## config.mk

```make
export PLATFORM = sky130hd
export DESIGN_NAME = nd_layout_copy_address_gen_top
export DESIGN_NICKNAME = d
export VERILOG_FILES = /design/src/rtl/core/ndlcag_pkg.sv /design/src/rtl/core/nd_layout_copy_address_gen_top.sv
export SDC_FILE = /design/constraint.sdc
export NUM_CORES = 2
export LEC_CHECK = 0
export BUFFER_PORTS_ARGS = -buffer_cell sky130_fd_sc_hd__buf_4
export CORE_AREA = 8 8 505 557
export DETAILED_ROUTE_END_ITERATION = 8
export DIE_AREA = 0 0 513 565
export SLEW_MARGIN = 20
export SYNTH_ARGS = -nofsm -noshare
export SYNTH_HDL_FRONTEND = slang
export SYNTH_SLANG_ARGS = --single-unit
```

## constraint.sdc

```tcl
create_clock -name clk_i -period 19.4 [get_ports clk_i]
set_input_delay 0.97 -clock clk_i [delete_from_list [all_inputs] [get_ports clk_i]]
set_output_delay 0.97 -clock clk_i [all_outputs]
set_load 0.01 [all_outputs]
```

## src/rtl/core/ndlcag_pkg.sv

```systemverilog
// ----------------------------------------------------------------------------
// ndlcag_pkg
// Shared widths, register indexes, layout codes and defaults of the N-dimensional
// layout copy address generator.
// ----------------------------------------------------------------------------
package ndlcag_pkg;

  localparam int unsigned MAX_DIMS_DEF    = 4;
  localparam int unsigned OFFSET_BITS_DEF = 32;

  localparam int unsigned EXT_REGS   = 4;
  localparam int unsigned EXT_W      = 16;
  localparam int unsigned DIMS_W     = 3;
  localparam int unsigned OUT_W      = 32;
  localparam int unsigned CFG_IDX_W  = 3;
  localparam int unsigned CFG_DATA_W = 16;

  localparam logic [CFG_IDX_W-1:0] REG_DIMS_IN_USE = 3'd0;
  localparam logic [CFG_IDX_W-1:0] REG_EXTENT_DIM0 = 3'd1;
  localparam logic [CFG_IDX_W-1:0] REG_EXTENT_DIM1 = 3'd2;
  localparam logic [CFG_IDX_W-1:0] REG_EXTENT_DIM2 = 3'd3;
  localparam logic [CFG_IDX_W-1:0] REG_EXTENT_DIM3 = 3'd4;
  localparam logic [CFG_IDX_W-1:0] REG_SRC_LAYOUT  = 3'd5;
  localparam logic [CFG_IDX_W-1:0] REG_DST_LAYOUT  = 3'd6;

  localparam logic       LAYOUT_FIRST = 1'b0;
  localparam logic       LAYOUT_LAST  = 1'b1;
  localparam logic [1:0] DST_FIRST    = 2'd0;
  localparam logic [1:0] DST_LAST     = 2'd1;
  localparam logic [1:0] DST_SAME     = 2'd2;

  localparam logic [DIMS_W-1:0] DIMS_RESET   = 3'd2;
  localparam logic [EXT_W-1:0]  EXTENT_RESET = 16'd1;

endpackage

```

## src/rtl/core/nd_layout_copy_address_gen_top.sv

```systemverilog
// ----------------------------------------------------------------------------
// nd_layout_copy_address_gen_top
// Generates source and destination element offsets for copying an array of up
// to four dimensions between first-dimension-fastest and last-dimension-fastest
// layouts.
// ----------------------------------------------------------------------------
// One offset pair is produced per accepted beat, and a new beat is taken every
// cycle while the output register is free or being drained. After reset and
// after every write to a known register the block walks each supported
// dimension (at most four) in a prefix, a suffix and a delta pass, deriving
// strides and carry deltas with one shared saturating multiplier, and in_ready_o
// stays low meanwhile. A step needs only per-dimension compares and one add per
// offset, as the carry delta for every dimension is prepared during that
// derivation.
module nd_layout_copy_address_gen_top import ndlcag_pkg::*; #(
  parameter int unsigned MAX_DIMS    = MAX_DIMS_DEF,
  parameter int unsigned OFFSET_BITS = OFFSET_BITS_DEF
) (
  input  logic                  clk_i,
  input  logic                  rst_ni,
  input  logic                  cfg_we_i,
  input  logic [CFG_IDX_W-1:0]  cfg_index_i,
  input  logic [CFG_DATA_W-1:0] cfg_data_i,
  input  logic                  in_valid_i,
  output logic                  in_ready_o,
  input  logic                  restart_i,
  output logic                  out_valid_o,
  input  logic                  out_ready_i,
  output logic [OUT_W-1:0]      src_offset_o,
  output logic [OUT_W-1:0]      dst_offset_o,
  output logic                  last_o,
  output logic                  bad_config_o
);

  localparam int unsigned NDIM = (MAX_DIMS < EXT_REGS) ? MAX_DIMS : EXT_REGS;
  localparam int unsigned IW   = (NDIM > 1) ? $clog2(NDIM) : 1;
  localparam int unsigned AW   = $clog2(NDIM + 1);
  localparam int unsigned OB   = OFFSET_BITS;
  localparam int unsigned SW   = OB + 1;
  localparam int unsigned PW   = SW + EXT_W;
  localparam logic [IW-1:0] LAST_IDX = IW'(NDIM - 1);
  localparam logic [SW-1:0] LIMIT    = SW'(1) << OB;

  typedef enum logic [1:0] {ST_PRE, ST_SUF, ST_DELTA, ST_RUN} state_e;

  state_e state_q;
  logic [IW-1:0] cnt_q;

  logic [DIMS_W-1:0] dims_q;
  logic [EXT_W-1:0]  ext_q [NDIM];
  logic              src_layout_q;
  logic [1:0]        dst_layout_q;

  logic [SW-1:0] pre_run_q, suf_run_q;
  logic          zero_q, bad_q;
  logic [OB-1:0] pf_q [NDIM];
  logic [OB-1:0] pfw_q [NDIM];
  logic [OB-1:0] sl_q [NDIM];
  logic [OB-1:0] slw_q [NDIM];
  logic [OB-1:0] dsrc_q [NDIM];
  logic [OB-1:0] ddst_q [NDIM];
  logic [OB-1:0] s_src_q, w_src_q, s_dst_q, w_dst_q;

  logic [EXT_W-1:0] coord_q [NDIM];
  logic [OB-1:0]    src_pos_q, dst_pos_q;

  logic             out_valid_q, last_q, bad_out_q;
  logic [OUT_W-1:0] src_off_q, dst_off_q;

  logic cfg_hit, in_fire, dl;
  logic [AW-1:0] act;

  assign cfg_hit = cfg_we_i && (cfg_index_i <= REG_DST_LAYOUT);
  assign dl      = (dst_layout_q >= DST_SAME) ? src_layout_q : dst_layout_q[0];

  always_comb begin
    if (dims_q == '0) begin
      act = AW'(1);
    end else if (dims_q > NDIM) begin
      act = AW'(NDIM);
    end else begin
      act = AW'(dims_q);
    end
  end

  always_ff @(posedge clk_i or negedge rst_ni) begin
    if (!rst_ni) begin
      dims_q       <= DIMS_RESET;
      src_layout_q <= LAYOUT_FIRST;
      dst_layout_q <= DST_SAME;
      for (int k = 0; k < NDIM; k++) begin
        ext_q[k] <= EXTENT_RESET;
      end
    end else if (cfg_we_i) begin
      case (cfg_index_i)
        REG_DIMS_IN_USE: dims_q       <= cfg_data_i[DIMS_W-1:0];
        REG_SRC_LAYOUT:  src_layout_q <= cfg_data_i[0];
        REG_DST_LAYOUT:  dst_layout_q <= cfg_data_i[1:0];
        default: begin
          for (int k = 0; k < NDIM; k++) begin
            if (cfg_index_i == REG_EXTENT_DIM0 + CFG_IDX_W'(k)) begin
              ext_q[k] <= cfg_data_i[EXT_W-1:0];
            end
          end
        end
      endcase
    end
  end

  always_ff @(posedge clk_i or negedge rst_ni) begin
    if (!rst_ni) begin
      state_q <= ST_PRE;
      cnt_q   <= '0;
    end else if (cfg_hit) begin
      state_q <= ST_PRE;
      cnt_q   <= '0;
    end else begin
      case (state_q)
        ST_PRE: begin
          cnt_q <= (cnt_q == LAST_IDX) ? '0 : cnt_q + IW'(1);
          if (cnt_q == LAST_IDX) state_q <= ST_SUF;
        end
        ST_SUF: begin
          cnt_q <= (cnt_q == LAST_IDX) ? '0 : cnt_q + IW'(1);
          if (cnt_q == LAST_IDX) state_q <= ST_DELTA;
        end
        ST_DELTA: begin
          cnt_q <= (cnt_q == LAST_IDX) ? '0 : cnt_q + IW'(1);
          if (cnt_q == LAST_IDX) state_q <= ST_RUN;
        end
        ST_RUN: state_q <= ST_RUN;
        default: state_q <= ST_PRE;
      endcase
    end
  end

  logic [IW-1:0]    rev_idx, sel_idx;
  logic [EXT_W-1:0] ext_sel;
  logic             sel_active, zero_n;
  logic [SW-1:0]    mul_a, mul_sat, mul_next;
  logic [PW-1:0]    mul_p;

  assign rev_idx    = LAST_IDX - cnt_q;
  assign sel_idx    = (state_q == ST_PRE) ? cnt_q : rev_idx;
  assign ext_sel    = ext_q[sel_idx];
  assign sel_active = AW'(sel_idx) < act;
  assign mul_a      = (cnt_q == '0) ? SW'(1) :
                      ((state_q == ST_PRE) ? pre_run_q : suf_run_q);
  assign mul_p      = PW'(mul_a) * PW'(ext_sel);
  assign mul_sat    = (mul_p > PW'(LIMIT)) ? LIMIT + SW'(1) : mul_p[SW-1:0];
  assign mul_next   = sel_active ? mul_sat : mul_a;
  assign zero_n     = ((cnt_q == '0) ? 1'b0 : zero_q) || (sel_active && ext_sel == '0);

  logic [OB-1:0] st_src, wr_src, st_dst, wr_dst;
  logic [OB-1:0] s_src_b, w_src_b, s_dst_b, w_dst_b;
  logic [OB-1:0] s_src_n, w_src_n, s_dst_n, w_dst_n, d_src_n, d_dst_n;

  assign st_src  = (src_layout_q == LAYOUT_FIRST) ? pf_q[rev_idx]  : sl_q[rev_idx];
  assign wr_src  = (src_layout_q == LAYOUT_FIRST) ? pfw_q[rev_idx] : slw_q[rev_idx];
  assign st_dst  = (dl == LAYOUT_FIRST) ? pf_q[rev_idx]  : sl_q[rev_idx];
  assign wr_dst  = (dl == LAYOUT_FIRST) ? pfw_q[rev_idx] : slw_q[rev_idx];
  assign s_src_b = (cnt_q == '0) ? '0 : s_src_q;
  assign w_src_b = (cnt_q == '0) ? '0 : w_src_q;
  assign s_dst_b = (cnt_q == '0) ? '0 : s_dst_q;
  assign w_dst_b = (cnt_q == '0) ? '0 : w_dst_q;
  assign s_src_n = s_src_b + st_src;
  assign d_src_n = s_src_n - w_src_b;
  assign w_src_n = w_src_b + wr_src;
  assign s_dst_n = s_dst_b + st_dst;
  assign d_dst_n = s_dst_n - w_dst_b;
  assign w_dst_n = w_dst_b + wr_dst;

  always_ff @(posedge clk_i) begin
    case (state_q)
      ST_PRE: begin
        pre_run_q     <= mul_next;
        zero_q        <= zero_n;
        pf_q[cnt_q]   <= mul_a[OB-1:0];
        pfw_q[cnt_q]  <= mul_next[OB-1:0];
        if (cnt_q == LAST_IDX) begin
          bad_q <= zero_n || (mul_next > LIMIT);
        end
      end
      ST_SUF: begin
        suf_run_q      <= mul_next;
        sl_q[rev_idx]  <= mul_a[OB-1:0];
        slw_q[rev_idx] <= mul_next[OB-1:0];
      end
      ST_DELTA: begin
        s_src_q <= sel_active ? s_src_n : '0;
        w_src_q <= sel_active ? w_src_n : '0;
        s_dst_q <= sel_active ? s_dst_n : '0;
        w_dst_q <= sel_active ? w_dst_n : '0;
        dsrc_q[rev_idx] <= d_src_n;
        ddst_q[rev_idx] <= d_dst_n;
      end
      default: begin
      end
    endcase
  end

  logic [EXT_W-1:0] eff_coord [NDIM];
  logic [EXT_W-1:0] nxt_coord [NDIM];
  logic [NDIM-1:0]  at_max;
  logic [IW-1:0]    step_j;
  logic             step_last;
  logic [OB-1:0]    eff_src, eff_dst, nxt_src, nxt_dst;

  always_comb begin
    step_j    = '0;
    step_last = 1'b1;
    for (int i = 0; i < NDIM; i++) begin
      eff_coord[i] = restart_i ? '0 : coord_q[i];
      at_max[i]    = eff_coord[i] == ext_q[i] - EXT_W'(1);
      if (AW'(i) < act && !at_max[i]) begin
        step_j    = IW'(i);
        step_last = 1'b0;
      end
    end
    for (int i = 0; i < NDIM; i++) begin
      if (step_last || (IW'(i) > step_j && AW'(i) < act)) begin
        nxt_coord[i] = '0;
      end else if (IW'(i) == step_j) begin
        nxt_coord[i] = eff_coord[i] + EXT_W'(1);
      end else begin
        nxt_coord[i] = eff_coord[i];
      end
    end
  end

  assign eff_src = restart_i ? '0 : src_pos_q;
  assign eff_dst = restart_i ? '0 : dst_pos_q;
  assign nxt_src = step_last ? '0 : eff_src + dsrc_q[step_j];
  assign nxt_dst = step_last ? '0 : eff_dst + ddst_q[step_j];

  assign in_ready_o = (state_q == ST_RUN) && (!out_valid_q || out_ready_i);
  assign in_fire    = in_valid_i && in_ready_o;

  always_ff @(posedge clk_i or negedge rst_ni) begin
    if (!rst_ni) begin
      src_pos_q <= '0;
      dst_pos_q <= '0;
      for (int i = 0; i < NDIM; i++) begin
        coord_q[i] <= '0;
      end
    end else if (state_q != ST_RUN) begin
      src_pos_q <= '0;
      dst_pos_q <= '0;
      for (int i = 0; i < NDIM; i++) begin
        coord_q[i] <= '0;
      end
    end else if (in_fire && !bad_q) begin
      src_pos_q <= nxt_src;
      dst_pos_q <= nxt_dst;
      coord_q   <= nxt_coord;
    end
  end

  always_ff @(posedge clk_i or negedge rst_ni) begin
    if (!rst_ni) begin
      out_valid_q <= 1'b0;
    end else if (in_fire) begin
      out_valid_q <= 1'b1;
    end else if (out_ready_i) begin
      out_valid_q <= 1'b0;
    end
  end

  always_ff @(posedge clk_i) begin
    if (in_fire) begin
      src_off_q <= bad_q ? '0 : OUT_W'(eff_src);
      dst_off_q <= bad_q ? '0 : OUT_W'(eff_dst);
      last_q    <= !bad_q && step_last;
      bad_out_q <= bad_q;
    end
  end

  assign out_valid_o  = out_valid_q;
  assign src_offset_o = src_off_q;
  assign dst_offset_o = dst_off_q;
  assign last_o       = last_q;
  assign bad_config_o = bad_out_q;

  a_cfg_blocks_input: assert property (@(posedge clk_i) disable iff (!rst_ni)
    cfg_hit |=> !in_ready_o)
    else $error("Input accepted while strides are being derived.");

  a_bad_zero_result: assert property (@(posedge clk_i) disable iff (!rst_ni)
    out_valid_o && bad_config_o |-> src_offset_o == '0 && dst_offset_o == '0 && !last_o)
    else $error("Unusable configuration produced a non-zero result.");

  a_last_wraps_home: assert property (@(posedge clk_i) disable iff (!rst_ni)
    in_fire && !bad_q && step_last && !cfg_hit |=> src_pos_q == '0 && dst_pos_q == '0)
    else $error("Walk did not return to the origin after the final element.");

endmodule
```

==> Word-level counts from Yosys, hierarchy flattened <==
Memories as Yosys holds them, arrays and structs flattened.
Index checks and enable logic that the tools add are counted.
{ "totals": {"elab_cells": 203, "memories": 6, "reg_bits": 465, "input_bits": 25, "ram_bits": 768} }
{ "classes": {"muxes": 65, "mul": 1, "order_cmp": 15, "n_addsub": 18, "bitwise_logic": 2, "n_eq_ne": 21, "reduce_logical": 47} }
{ "memory_table": {"columns": ["memory", "depth", "width", "read_ports", "rd_ports_with_merged_regs", "write_ports", "line", "source"], "rows": [
  ["ddst_q", 4, 32, 1, 0, 1, "nd_layout_copy_address_gen_top.sv:61", "logic [OB-1:0] ddst_q [NDIM];"],
  ["dsrc_q", 4, 32, 1, 0, 1, "nd_layout_copy_address_gen_top.sv:60", "logic [OB-1:0] dsrc_q [NDIM];"],
  ["pf_q", 4, 32, 1, 0, 1, "nd_layout_copy_address_gen_top.sv:56", "logic [OB-1:0] pf_q [NDIM];"],
  ["pfw_q", 4, 32, 1, 0, 1, "nd_layout_copy_address_gen_top.sv:57", "logic [OB-1:0] pfw_q [NDIM];"],
  ["sl_q", 4, 32, 1, 0, 1, "nd_layout_copy_address_gen_top.sv:58", "logic [OB-1:0] sl_q [NDIM];"],
  ["slw_q", 4, 32, 1, 0, 1, "nd_layout_copy_address_gen_top.sv:59", "logic [OB-1:0] slw_q [NDIM];"]
]} }
{ "ops": {"columns": ["op", "n"], "rows": [
  ["two-way mux 32 bit", 16],
  ["two-way mux 16 bit", 14],
  ["adder 32 bit", 6],
  ["two-way mux 33 bit", 4],
  ["two-way mux 64 bit", 2],
  ["adder 16 x 1 -> 16 bit (second input constant)", 4],
  ["== test 16 bit", 4],
  ["subtractor 16 x 1 -> 16 bit (second input constant)", 4],
  ["subtractor 32 bit", 2],
  ["greater-than comparator 49 x 33 -> 1 bit (second input constant)", 1],
  ["multiplier 33 x 16 -> 49 bit", 1],
  ["greater-than comparator 33 bit (second input constant)", 1],
  ["binary-select mux 16 bit (select 2 bit)", 1],
  ["two-way mux 2 bit", 10],
  ["zero test 16 bit", 1],
  ["two-way mux 1 bit", 15],
  ["AND reduction 3 bit", 5],
  ["logical AND 1 bit", 14],
  ["== test 3 bit (second input constant)", 3],
  ["case mux 2 bit (4 select lines)", 1],
  ["AND reduction 2 bit", 4],
  ["logical OR 1 bit", 7],
  ["== test 2 bit (second input constant)", 3],
  ["== test 3 x 2 -> 1 bit (second input constant)", 2],
  ["26 further kinds", 44]
]} }

==> Logic depth before layout (Yosys ltp) <==
{ "logic_depth": {"ltp_word": 14, "ltp_mapped": 39} }

==> Worst setup path before layout <==
No wires, ideal clock.
{ "synth_path": {"path_type": "reg2reg", "startpoint": "register state_q[1]", "endpoint": "memory pfw_q[0][28] (netlist bit), data pin", "setup_slack_ns": 8.449, "path_stages_with_launch": 35, "arrival_ns": 10.667, "path_buffers": 7, "setup_ns": 0.284, "synth_period_minus_slack_ns": 10.951, "path_cell_list": "dfrtp_1 > or2_2 > clkbuf_1 > inv_1 > buf_1 > clkbuf_1 > nand2_1 > a21oi_1 > clkbuf_1 > nand2_1 > fa_1 > inv_1 > fa_1 > inv_1 > fa_1 > inv_1 > fa_1 > fa_1 > inv_1 > fa_1 > inv_1 > ha_1 > clkbuf_1 > nand4_1 > or4_1 > a311oi_1 > o21ai_0 > nand3_1 > mux2_2 > a211oi_1 > o2111ai_1 > or4_1 > clkbuf_1 > clkbuf_1 > o21ai_0"} }
{ "synth_rtl": {"columns": ["element", "line", "source"], "rows": [
  ["start: declaration", "nd_layout_copy_address_gen_top.sv:46", "state_e state_q;"],
  ["start signal: assignment", "nd_layout_copy_address_gen_top.sv:112", "state_q <= ST_PRE;"],
  ["start signal: assignment", "nd_layout_copy_address_gen_top.sv:115", "state_q <= ST_PRE;"],
  ["start signal: assignment", "nd_layout_copy_address_gen_top.sv:121", "if (cnt_q == LAST_IDX) state_q <= ST_SUF;"],
  ["zero test 2 bit (*)", "nd_layout_copy_address_gen_top.sv:148", "((state_q == ST_PRE) ? pre_run_q : suf_run_q);"],
  ["two-way mux 33 bit (*)", "nd_layout_copy_address_gen_top.sv:148", null],
  ["two-way mux 33 bit (*)", "nd_layout_copy_address_gen_top.sv:147", "assign mul_a = (cnt_q == '0) ? SW'(1) :"],
  ["named net mul_a[16]", "nd_layout_copy_address_gen_top.sv:140", "logic [SW-1:0] mul_a, mul_sat, mul_next;"],
  ["multiplier 33 x 16 -> 49 bit (*)", "nd_layout_copy_address_gen_top.sv:149", "assign mul_p = PW'(mul_a) * PW'(ext_sel);"],
  ["greater-than comparator 49 x 33 -> 1 bit", "nd_layout_copy_address_gen_top.sv:150", "assign mul_sat = (mul_p > PW'(LIMIT)) ? LIMIT + SW'(1) : mul_p[SW-1:0];"],
  ["two-way mux 33 bit (*)", "nd_layout_copy_address_gen_top.sv:150", null],
  ["two-way mux 33 bit (*)", "nd_layout_copy_address_gen_top.sv:151", "assign mul_next = sel_active ? mul_sat : mul_a;"],
  ["named net mul_next[28]", "nd_layout_copy_address_gen_top.sv:140", null],
  ["end: declaration", "nd_layout_copy_address_gen_top.sv:57", null]
]} }
Mark *: on every way through the listed nets, which the timed path passes. The rest lies on a longest branch. The select of a mux whose other input is x is not followed.

==> Worst setup path after layout <==
{ "layout_path": {"startpoint": "register state_q[1]", "endpoint": "memory slw_q[0][28] (netlist bit), data pin"} }
{ "layout_between": {"elab_chain_cells": 10} }
{ "layout_lines": {"columns": ["element", "line", "source"], "rows": [
  ["zero test 2 bit (*)", "nd_layout_copy_address_gen_top.sv:144, nd_layout_copy_address_gen_top.sv:148", null],
  ["two-way mux 2 bit", "nd_layout_copy_address_gen_top.sv:144", "assign sel_idx = (state_q == ST_PRE) ? cnt_q : rev_idx;"],
  ["inverter 2 -> 3 bit (not written as such)", "nd_layout_copy_address_gen_top.sv:145", "assign ext_sel = ext_q[sel_idx];"],
  ["binary-select mux 16 bit (select 2 bit)", "nd_layout_copy_address_gen_top.sv:145", null],
  ["two-way mux 16 bit (not written as such) (2 in a row)", "nd_layout_copy_address_gen_top.sv:145", null],
  ["multiplier 33 x 16 -> 49 bit", "nd_layout_copy_address_gen_top.sv:149", null],
  ["greater-than comparator 49 x 33 -> 1 bit", "nd_layout_copy_address_gen_top.sv:150", null],
  ["two-way mux 33 bit", "nd_layout_copy_address_gen_top.sv:150", null],
  ["two-way mux 33 bit (*)", "nd_layout_copy_address_gen_top.sv:151", null],
  ["named net mul_next[28]", "nd_layout_copy_address_gen_top.sv:140", null],
  ["end: declaration", "nd_layout_copy_address_gen_top.sv:59", null]
]} }
Marked as above.

==> results.json <==
{
  "outcome": "finished clean",
  "gp_congestion": 0.888,
  "cts_tree": "built",
  "met3_usage_pct": 2.17,
  "tns_ns": 0,
  "drive_above_1_share_pct": 10.7,
  "cp-end-kind": "flop",
  "hp-class": "input port to async pin",
  "layout_min_cycle_time_ns": 12.61,
  "powerDensity_nw_per_um2": 179,
  "clk_latency_ns": 0.77,
  "slew_headroom_pct": 14.0,
  "cts_hold_buf": 0,
  "syn2layout_area_growth_pct": 10.7,
  "cts_buffers": 116,
  "ant_nets": 0,
  "nets": 8105,
  "synth_nets": 8119,
  "leakage_nw": 35.4,
  "cp-start-kind": "flop",
  "wl_per_cell_um": 20.9,
  "ys.flop_type": "edfxtp_1",
  "yosysSeqAreaShare_pct": 44.4,
  "synth_area_um2": 81100,
  "synthXorXnorAreaFrac_pct": 3.35,
  "port_buffers": 92,
  "grt_pass1_vias": 56900,
  "synth_mux_area_share_pct": 7.75,
  "critPathMaxStageDelay_ns": 0.89,
  "worst_pin_slew_ns": 1.25,
  "crit_path_top_delay_cell": "mux4_2",
  "wl_um": 228000,
  "first_iter_violations": 4740,
  "post_cts_resized": 0,
  "ioPinCount": 93,
  "vias": 56000,
  "core_um2": 271000,
  "ir_drop_uv": 121,
  "clock-root-buffer": "clkbuf_16",
  "slew_violations": 0,
  "finalSetupViolCount": 0,
  "finalHoldViolCount": 0,
  "die_h_um": 565,
  "fmax_ghz": 0.0793,
  "place_hpwl_um": 167000,
  "use_met1_pct": 19.7,
  "drv_cap": 0,
  "place_inst": 10700,
  "gr-usage-met2_pct": 26.4,
  "clock_path_buffers": 3,
  "fin_cells": 10900,
  "synth_cells": 7272,
  "drt_first_pass_iters": 6,
  "ctsHtreeMaxLevel": 3,
  "ys_warn_count": 0,
  "synth_edf_count": 1030,
  "grt-ovfl-total": 0,
  "cts.sinks": 1233,
  "post_cts_buffers": 0,
  "crit_top_cell": "fa_1",
  "yosys.area_share.simple_pct": 13.3,
  "die_w_um": 513,
  "crit_required_ns": 19.80,
  "track_usage_pct": 15.3,
  "rsz0062_at_grt": "no",
  "cp_max_fo": 35,
  "grt_first_pass_wirelength_um": 349000,
  "antenna_found_initial": 5,
  "design_area_um2": 89700,
  "dieArea_um2": 290000,
  "cp-startpoint": "state_q[1]",
  "fin_crit_sh_pct": 65.0,
  "ys_types": 91,
  "final_core_util_pct": 33.1,
  "fill_cells": 26900,
  "timing.rr.start": "state_q[1]",
  "synth_compound_area_share_pct": 9.68,
  "top_usage_layer": "met2",
  "synth_area_per_cell_um2": 11.1,
  "rows": 201,
  "skew_ns": 0.0496,
  "drt-vias-per-instance": 5.13,
  "grt_max_degree": 133,
  "crit_type": "flop to flop",
  "initial_core_util_pct": 29.9,
  "drc": 0,
  "ys_ff_latch": 1233,
  "clkTransAtPathRegs_ns": 0.07,
  "ys_async_sr_fraction_pct": 16.5,
  "synth_adder_area_share_pct": 16.8,
  "postPlaceCellArea_um2": 85900,
  "synth_top_family_by_area": "adder cells",
  "crit_arrival_ns": 13.01
}
[cell usage in the layout (no fill, tap or decap), types with 42 or more instances in the layout]
master,instances
a21o_1,100
a21oi_1,255
a22o_1,66
and2_1,205
buf_4,186
clkbuf_16,117
dfrtp_1,194
edfxtp_1,1030
fa_1,440
ha_1,381
inv_1,683
mux2_2,188
mux2i_1,100
mux4_2,140
nand2_1,877
nand2b_1,54
nand3_1,100
nand4_1,53
nor2_1,391
nor2b_1,207
nor3_1,131
nor4_1,42
o21a_1,65
o21ai_0,347
xnor2_1,210
xor2_1,92
[worst paths after layout]
path	end	slack, ns	cells after the start
max	slw_q[0][28]	6.79	31
min	src_pos_q[31]	0.18	1
max reg2reg	slw_q[0][28]	6.79	31
min reg2reg	coord_q[24]	0.48	2
max in group asynchronous	coord_q[0]	17.72	2
min in group clk_i	coord_q[24]	0.48	2
[state kept, by name (all words and copies together), names as in the netlist, 33 cells and up]
| name | cells |
|---|---|
| ext_q | 64 |
| suf_run_q | 33 |
| pfw_q | 128 |
| coord_q | 64 |
| sl_q | 128 |
| pf_q | 128 |
| slw_q | 128 |
| ddst_q | 128 |
| pre_run_q | 33 |
| dsrc_q | 128 |
[Yosys cell counts (all sizes together), types with 20 or more instances]
cell	number	area [µm²]
a211o	20	175
a211oi	35	263
a21o	100	751
a21oi	261	1310
a22o	66	578
a31oi	40	250
and2	219	1370
and3	41	257
buf	42	160
clkbuf	281	1060
dfrtp	197	4930
edfxtp	1030	30900
fa	440	8810
ha	382	4780
inv	685	2570
mux2	188	2120
mux2i	101	1010
mux4	140	3150
nand2	878	3300
nand2b	54	338
nand3	100	500
nand4	53	332
nor2	395	1480
nor2b	209	1310
nor3	132	661
nor4	44	288
o211ai	33	248
o21a	65	488
o21ai	357	1790
o21bai	33	248
o22ai	22	138
o31ai	32	254
or2	33	206
or3	27	169
or4	25	188
xnor2	213	1870
xor2	92	806
[power breakdown]
group	internal, W	leakage, nW	switching, W
clock network	0.00121	1.77	0.00103
logic	0.00341	21.3	0.00642
registers	0.00382	12.4	0.000155
total	0.00844	35.4	0.00760
[per-stage QoR]
step	hold slack, ns	setup WS [ns]	total power (W)
finish	0.178	6.79	0.0160
global route	0.209	6.24	0.0172
CTS	0.188	6.75	0.0161
detailed placement	0.474	6.81	0.0137
global placement	0.458	6.99	0.0136
floorplan	0.442	8.45	0.0106
[critical path, delay by kind of cell, from the launching register on]
family	cells	cell delay, ns
buffers and inverters	10	2.22
XOR/XNOR	1	0.16
adder cells (fa/ha/maj)	7	3.52
flip-flops	1	0.46
multiplexers	1	0.89
AO/OA/AOI/OAI	5	2.02
AND/OR/NAND/NOR	7	2.83
[per-layer routing]
layer,wire length (µm),share of wire [%]
met1,96500,42
met5,0,0
met2,110000,48
met3,13400,5.9
met4,7780,3.4
[kinds of logic (layout without fill, tap and decap cells)]
group                    count (synthesis)  in the layout
flip-flops                            1233           1233
adder cells (fa/ha/maj)                822            822
multiplexers                           429            429
AO/OA/AOI/OAI                         1213           1213
buffers and inverters                 1010           1096
XOR/XNOR                               307            307
AND/OR/NAND/NOR                       2258           2258
other                                    0              4
[area by class of cell]
| cell class | count | area, µm² | share of cell area, % |
|---|---|---|---|
| Multi-Input combinational cell | 5029 | 41500 | 46.2 |
| Sequential cell | 1233 | 36000 | 40.2 |
| Tap cell | 3552 | 4440 | 4.95 |
| Clock buffer | 156 | 3140 | 3.50 |
| Inverter | 687 | 2580 | 2.87 |
| Timing Repair Buffer | 191 | 1460 | 1.63 |
| Clock inverter | 62 | 577 | 0.643 |
| Antenna cell | 4 | 10.0 | 0.0112 |
Power figures use the tool's default switching activity.
